### config.mk
export PLATFORM = sky130hd
export DESIGN_NAME = qnorm_front
export DESIGN_NICKNAME = d
export VERILOG_FILES = /design/src/assert_macros.svh /design/src/qnorm_pkg.sv /design/src/qnorm_front.sv
export SDC_FILE = /design/constraint.sdc
export NUM_CORES = 2
export LEC_CHECK = 0
export ABC_CLOCK_PERIOD_IN_PS = 6500
export BUFFER_PORTS_ARGS = -buffer_cell sky130_fd_sc_hd__buf_2
export CAP_MARGIN = 20
export CORE_ASPECT_RATIO = 0.8
export CORE_UTILIZATION = 55
export DETAILED_ROUTE_END_ITERATION = 7
export HOLD_SLACK_MARGIN = 0.05
export PLACE_DENSITY = 0.83
export RECOVER_POWER = 100
export SYNTH_ARGS = -nofsm -noshare
export SYNTH_HDL_FRONTEND = slang
export SYNTH_SLANG_ARGS = --single-unit
export TNS_END_PERCENT = 50
### constraint.sdc
create_clock -name clk -period 6.5 [get_ports clk]
set_input_delay 0.975 -clock clk [delete_from_list [all_inputs] [get_ports clk]]
set_output_delay 0.975 -clock clk [all_outputs]
set_load 0.01 [all_outputs]
### src/assert_macros.svh
// assertion macros used by the quaternion normalizer top level
`ifndef ASSERT_MACROS_SVH
`define ASSERT_MACROS_SVH

// combinational property sampled on every rising clock edge outside reset
`define QN_ASSERT_ALWAYS(lbl, expr, msg) \
  lbl: assert property (@(posedge clk) disable iff (!rst_n) (expr)) else $error(msg);

// property that must hold in the cycle after the trigger
`define QN_ASSERT_NEXT(lbl, ante, cons, msg) \
  lbl: assert property (@(posedge clk) disable iff (!rst_n) (ante) |=> (cons)) else $error(msg);

`endif

### src/qnorm_pkg.sv
// types and constants for the quaternion normalizer
package qnorm_pkg;

  localparam int NUM_COMP  = 4;
  localparam int COMP_W    = 16;
  localparam int OUT_W     = 16;
  localparam int MAG_W     = COMP_W;
  localparam int SQ_W      = 2 * COMP_W - 1;
  localparam int PAIR_W    = SQ_W + 1;
  localparam int SUM_W     = SQ_W + 2;
  localparam int REM_W     = SUM_W + 1;
  // quotient a^2 * 2^30 / S never exceeds 2^30
  localparam int QUOT_W    = 31;
  localparam int ROOT_BITS = (QUOT_W + 1) / 2;
  localparam int RT_W      = QUOT_W + 1;
  localparam int NRM_W     = OUT_W - 1;
  localparam int FRONT_DLY = 4;
  localparam int PIPE_DLY  = QUOT_W + ROOT_BITS;

  localparam logic [NRM_W-1:0] UNIT_ONE = NRM_W'(16384);
  localparam logic signed [OUT_W-1:0] UNIT_POS = 16'sd16384;
  localparam logic signed [OUT_W-1:0] UNIT_NEG = -16'sd16384;

  typedef struct packed {
    logic signed [COMP_W-1:0] comp_r;
    logic signed [COMP_W-1:0] comp_i;
    logic signed [COMP_W-1:0] comp_j;
    logic signed [COMP_W-1:0] comp_k;
  } in_item_t;

  typedef struct packed {
    logic signed [OUT_W-1:0] unit_r;
    logic signed [OUT_W-1:0] unit_i;
    logic signed [OUT_W-1:0] unit_j;
    logic signed [OUT_W-1:0] unit_k;
    logic                    zero_norm;
  } out_item_t;

  typedef struct packed {
    logic                valid;
    logic                zero;
    logic [NUM_COMP-1:0] neg;
  } ctrl_t;

endpackage

### src/qnorm_front.sv
// front end: magnitudes, squares and the sum of squares over four stages
module qnorm_front (
  input  logic                        clk,
  input  logic                        rst_n,
  input  logic                        en,
  input  logic                        in_valid,
  input  qnorm_pkg::in_item_t         in_item,
  output qnorm_pkg::ctrl_t            ctl_o,
  output logic [qnorm_pkg::SQ_W-1:0]  sq_o [qnorm_pkg::NUM_COMP],
  output logic [qnorm_pkg::SUM_W-1:0] sum_o
);
  import qnorm_pkg::*;

  logic [COMP_W-1:0]   comp      [NUM_COMP];
  logic [MAG_W-1:0]    mag_nxt   [NUM_COMP];
  logic [2*MAG_W-1:0]  prod_nxt  [NUM_COMP];
  ctrl_t               ctl1_nxt;

  logic [MAG_W-1:0]    mag_r     [NUM_COMP];
  logic [SQ_W-1:0]     sq2_r     [NUM_COMP];
  logic [SQ_W-1:0]     sq3_r     [NUM_COMP];
  logic [SQ_W-1:0]     sq4_r     [NUM_COMP];
  logic [PAIR_W-1:0]   pair_r    [2];
  logic [SUM_W-1:0]    sum_r;
  ctrl_t               ctl1_r, ctl2_r, ctl3_r, ctl4_r;

  always_comb begin
    comp[0] = in_item.comp_r;
    comp[1] = in_item.comp_i;
    comp[2] = in_item.comp_j;
    comp[3] = in_item.comp_k;
    ctl1_nxt.valid = in_valid;
    ctl1_nxt.zero  = 1'b1;
    for (int c = 0; c < NUM_COMP; c++) begin
      ctl1_nxt.neg[c] = comp[c][COMP_W-1];
      // most negative value maps to 2^(w-1), still fits unsigned
      mag_nxt[c] = comp[c][COMP_W-1] ? MAG_W'(~comp[c] + 1'b1) : comp[c];
      if (comp[c] != '0) begin
        ctl1_nxt.zero = 1'b0;
      end
    end
  end

  always_comb begin
    for (int c = 0; c < NUM_COMP; c++) begin
      prod_nxt[c] = mag_r[c] * mag_r[c];
    end
  end

  always_ff @(posedge clk) begin
    if (!rst_n) begin
      ctl1_r <= '0;
      ctl2_r <= '0;
      ctl3_r <= '0;
      ctl4_r <= '0;
    end else if (en) begin
      ctl1_r <= ctl1_nxt;
      ctl2_r <= ctl1_r;
      ctl3_r <= ctl2_r;
      ctl4_r <= ctl3_r;
    end
  end

  always_ff @(posedge clk) begin
    if (en) begin
      for (int c = 0; c < NUM_COMP; c++) begin
        mag_r[c] <= mag_nxt[c];
        sq2_r[c] <= prod_nxt[c][SQ_W-1:0];
        sq3_r[c] <= sq2_r[c];
        sq4_r[c] <= sq3_r[c];
      end
      pair_r[0] <= PAIR_W'(sq2_r[0]) + PAIR_W'(sq2_r[1]);
      pair_r[1] <= PAIR_W'(sq2_r[2]) + PAIR_W'(sq2_r[3]);
      sum_r     <= SUM_W'(pair_r[0]) + SUM_W'(pair_r[1]);
    end
  end

  assign ctl_o = ctl4_r;
  assign sq_o  = sq4_r;
  assign sum_o = sum_r;

endmodule

==> run_results.csv <==
group,metric,value,unit
logic_synthesis,netlist_instances,4596,
sta,fmax,0.157,GHz
worst_setup_path,rrSetupSlack,0.13,ns
drt,wl_met2,51600,um
sta,tightest_slew,1.17,ns
drt,vias,34000,
clocking,clkSinkCount,545,
logic_synthesis,synth_xor_area_share,4.71,%
logic_synthesis,synth_mux_area_share,0.566,%
floorplanning,die-area,92800,um^2
global_route,grt_pass1_vias,34600,
clocking,cts_max_path_buffers,3,
logic_synthesis,yosys.area.top_type,"edfxtp_1",
logic_synthesis,syn_area,50400,um^2
logic_synthesis,synth_area_leaders,"edfxtp_1, fa_1, ha_1, inv_1, xnor2_1",
worst_setup_path,arrival,6.75,ns
global_route,grt_max_degree,179,
cells_and_area,final_util,62.2,%
logic_synthesis,synth_fa_ha_area_share,38.1,%
worst_hold_path,hold_path_class,"reg -> reg",
sta,setup_violations,0,
logic_synthesis,synth-async-reset-ratio,0,%
placed_design,hpwl,95100,um
cells_and_area,layout.cells.most_common_list,"inv_1, fa_1, edfxtp_1",
worst_setup_path,r2r_end,"sq2_r[1][29]",
cells_and_area,final_nets,6141,
outcome,status,"complete, no violations",
worst_setup_path,critPathMaxStageDelay,0.54,ns
floorplanning,fp.dieW,340,um
worst_setup_path,reg2reg_from,"mag_r[1][1]",
logic_synthesis,synthSimpleGateAreaFrac,8.96,%
sta,min_period,6.37,ns
clocking,cts_buffers,53,
sta,skew,0.0317,ns
cells_and_area,syn_to_final_growth,11.2,%
drt,postRouteWirelength,117000,um
worst_hold_path,hold_depth,0,
clocking,root_buffer,"clkbuf_16",
drt,dr.first_iter.drc_count,3043,
drt,wl_per_cell,19.0,um
sta,slew_headroom,21.0,%
placed_design,gp_congestion,0.953,
logic_synthesis,synth_top_family_by_area,"adder cells",
logic_synthesis,yosysWarnings,0,
worst_setup_path,cpMostUsedCell,"fa_1",
drt,wl_met1,51200,um
cells_and_area,final_layout_size_suffix_gt1_share,11.5,%
global_route,antenna_found_initial,6,
worst_setup_path,critPathMaxFanout,7,
floorplanning,io_pins,231,
floorplanning,num_rows,98,
logic_synthesis,synth_compound_area_share,7.28,%
global_route,grt_pass1_wl,185000,um
worst_setup_path,crit_path_cell_trace,"buf_12 > nand2_1 > fa_1 > fa_1 > inv_1 > ha_1 > inv_1 > fa_1 > inv_2 > fa_1 > inv_1 > fa_1 > inv_1 > ha_1 > a21o_1 > or3_4 > or3_4 > nand3_4 > or4b_4 > nand2_4 > o21ai_4 > a311oi_2 > xnor2_1",
placed_design,place.port_buffers,226,
clocking,clock_latency,0.64,ns
global_route,grt-ovfl-total,0,
floorplanning,start_util,56.0,%
drt,first_pass_iters,6,
logic_synthesis,yosysTopAreaCellShare,31.1,%
logic_synthesis,synth.distinct_cells,78,
sta,hold_slack,0.403,ns
run,cap_viol_max_count,0,
worst_setup_path,worst_r2r_path_depth,23,
drt,wl_met3,10600,um
cells_and_area,diodes,0,
floorplanning,core,90000,um^2
drt,top_layer_used,"met5",
drt,drcViolationCount,0,
worst_setup_path,worstSetupPathType,"reg -> reg",
worst_setup_path,cp-start-kind,"register",
worst_setup_path,cp-end-kind,"register",
drt,viasPerCell,5.50,
worst_hold_path,min_from,"sq3_r[0][20]",
floorplanning,die_y,273,um
sta,hold_viol,0,
sta,period_share,98.0,%
logic_synthesis,syn_area_per_cell,11.0,um^2
worst_setup_path,slowest_stage,"fa_1",
drt,ant_nets,0,
logic_synthesis,ys_seq_area_share,32.0,%
cells_and_area,final_common_cell,"inv_1",
worst_setup_path,crit_required,6.87,ns
clocking,htreeDepth,2,
sta,report.final.slew_viol_count,0,
global_route,grt_usage,25.5,%
clocking,tritoncts,"yes",
clocking,clkTransAtPathRegs,0.07,ns
logic_synthesis,synth_ff_type,"edfxtp_1",
logic_synthesis,synth_edf_count,521,
logic_synthesis,ys_seq_elements,545,
worst_hold_path,hold_end,"sq_o[113]",
-- worst max-delay path by stage --
stage	startpoint	slack, ns	end	depth (start not counted)
final	mag_r[1][1]	0.13	sq2_r[1][29]	23
after detailed placement	mag_r[1][7]	-0.14	sq2_r[1][30]	22
after floorplan	mag_r[2][1]	0.11	sq2_r[2][28]	25
after global placement	mag_r[2][3]	-0.05	sq2_r[2][28]	24
after global routing	mag_r[1][1]	-0.04	sq2_r[1][29]	23
after CTS	mag_r[1][9]	0.01	sq2_r[1][30]	24
-- per-stage QoR --
step	setup TNS (ns)	cell area (um^2)	instances	worst slack [ns]
final	0	56000	6176	0.127
after detailed placement	-0.338	53400	6021	-0.135
after floorplan	0	50400	4599	0.110
after global routing	-0.177	56000	6176	-0.0373
after CTS	0	55300	6130	0.0140
after global placement	-0.0502	53400	6021	-0.0502
-- synthesized netlist by cell type (all sizes together), types with 4 or more instances --
cell type     n
and3         11
ha          490
o21bai       24
buf           7
fa          652
nand4        23
a211oi       19
nand2       379
nand2b       26
a211o         4
a31oi        17
xnor2       210
nor4         11
dfxtp        24
nor3         16
a221oi        4
xor2         61
a21oi       171
a31o          8
nor2        158
mux2          4
o31ai        23
edfxtp      521
nand3b        4
o211ai       10
o41ai        15
and2        151
a41oi         6
o21ai       100
nor2b        54
nand3        41
or3          18
a21o        106
o311ai        4
or4          12
clkbuf      106
o2111ai       4
or2          17
a2111oi       4
mux2i        24
o21a         21
inv        1000
-- repair_timing --
action,CTS,global route
hold buffers,0,0
endpoints found under the hold margin,0,0
gates resized for setup,7,77
endpoints found under the setup margin,6,30
pin swaps,1,28
buffers inserted,9,46
-- critical path: cells and delay by family, from the launching register on --
family,cells,cell delay (ns)
AOI/OAI and AO/OA,3,0.56
xor gates and xnor gates,1,0.11
DFF,1,0.44
adders and majority gates,7,2.91
buffers and inverters,6,0.44
and+or+nand+nor,6,1.65
-- logic make-up after synthesis --
| family | count (synthesis) |
|---|---|
| other | 1 |
| and+or+nand+nor | 936 |
| adders and majority gates | 1142 |
| muxes | 28 |
| xor gates and xnor gates | 271 |
| buffers and inverters | 1113 |
| AOI/OAI and AO/OA | 560 |
| DFF | 545 |
-- metal layers --
metal / vias to the layer above / global-route usage [%]
li1: 15500 / -
met1: 16800 / 37.4
met2: 1424 / 38.8
met3: 201 / 4.63
met4: 8 / 7.80
met5: - / 0
-- layout make-up --
type,count,area (um^2)
clock inverter,31,317
tap,1200,1500
multi-input combinational,2941,30300
inverter,1000,3760
timing repair buffer,390,2530
clock buffer,69,1490
sequential,545,16100
fill,6837,34000
-- state kept, by name, summed over array words and instances (netlist names), 33 cells and up --
name	count
sq3_r	120
mag_r	64
pair_r	64
sq2_r	120
sum_o	33
sq_o	120
Power is left out: the tool's default activity adds up to more than one toggle a clock period on the data nets, which glitch-free logic cannot reach.
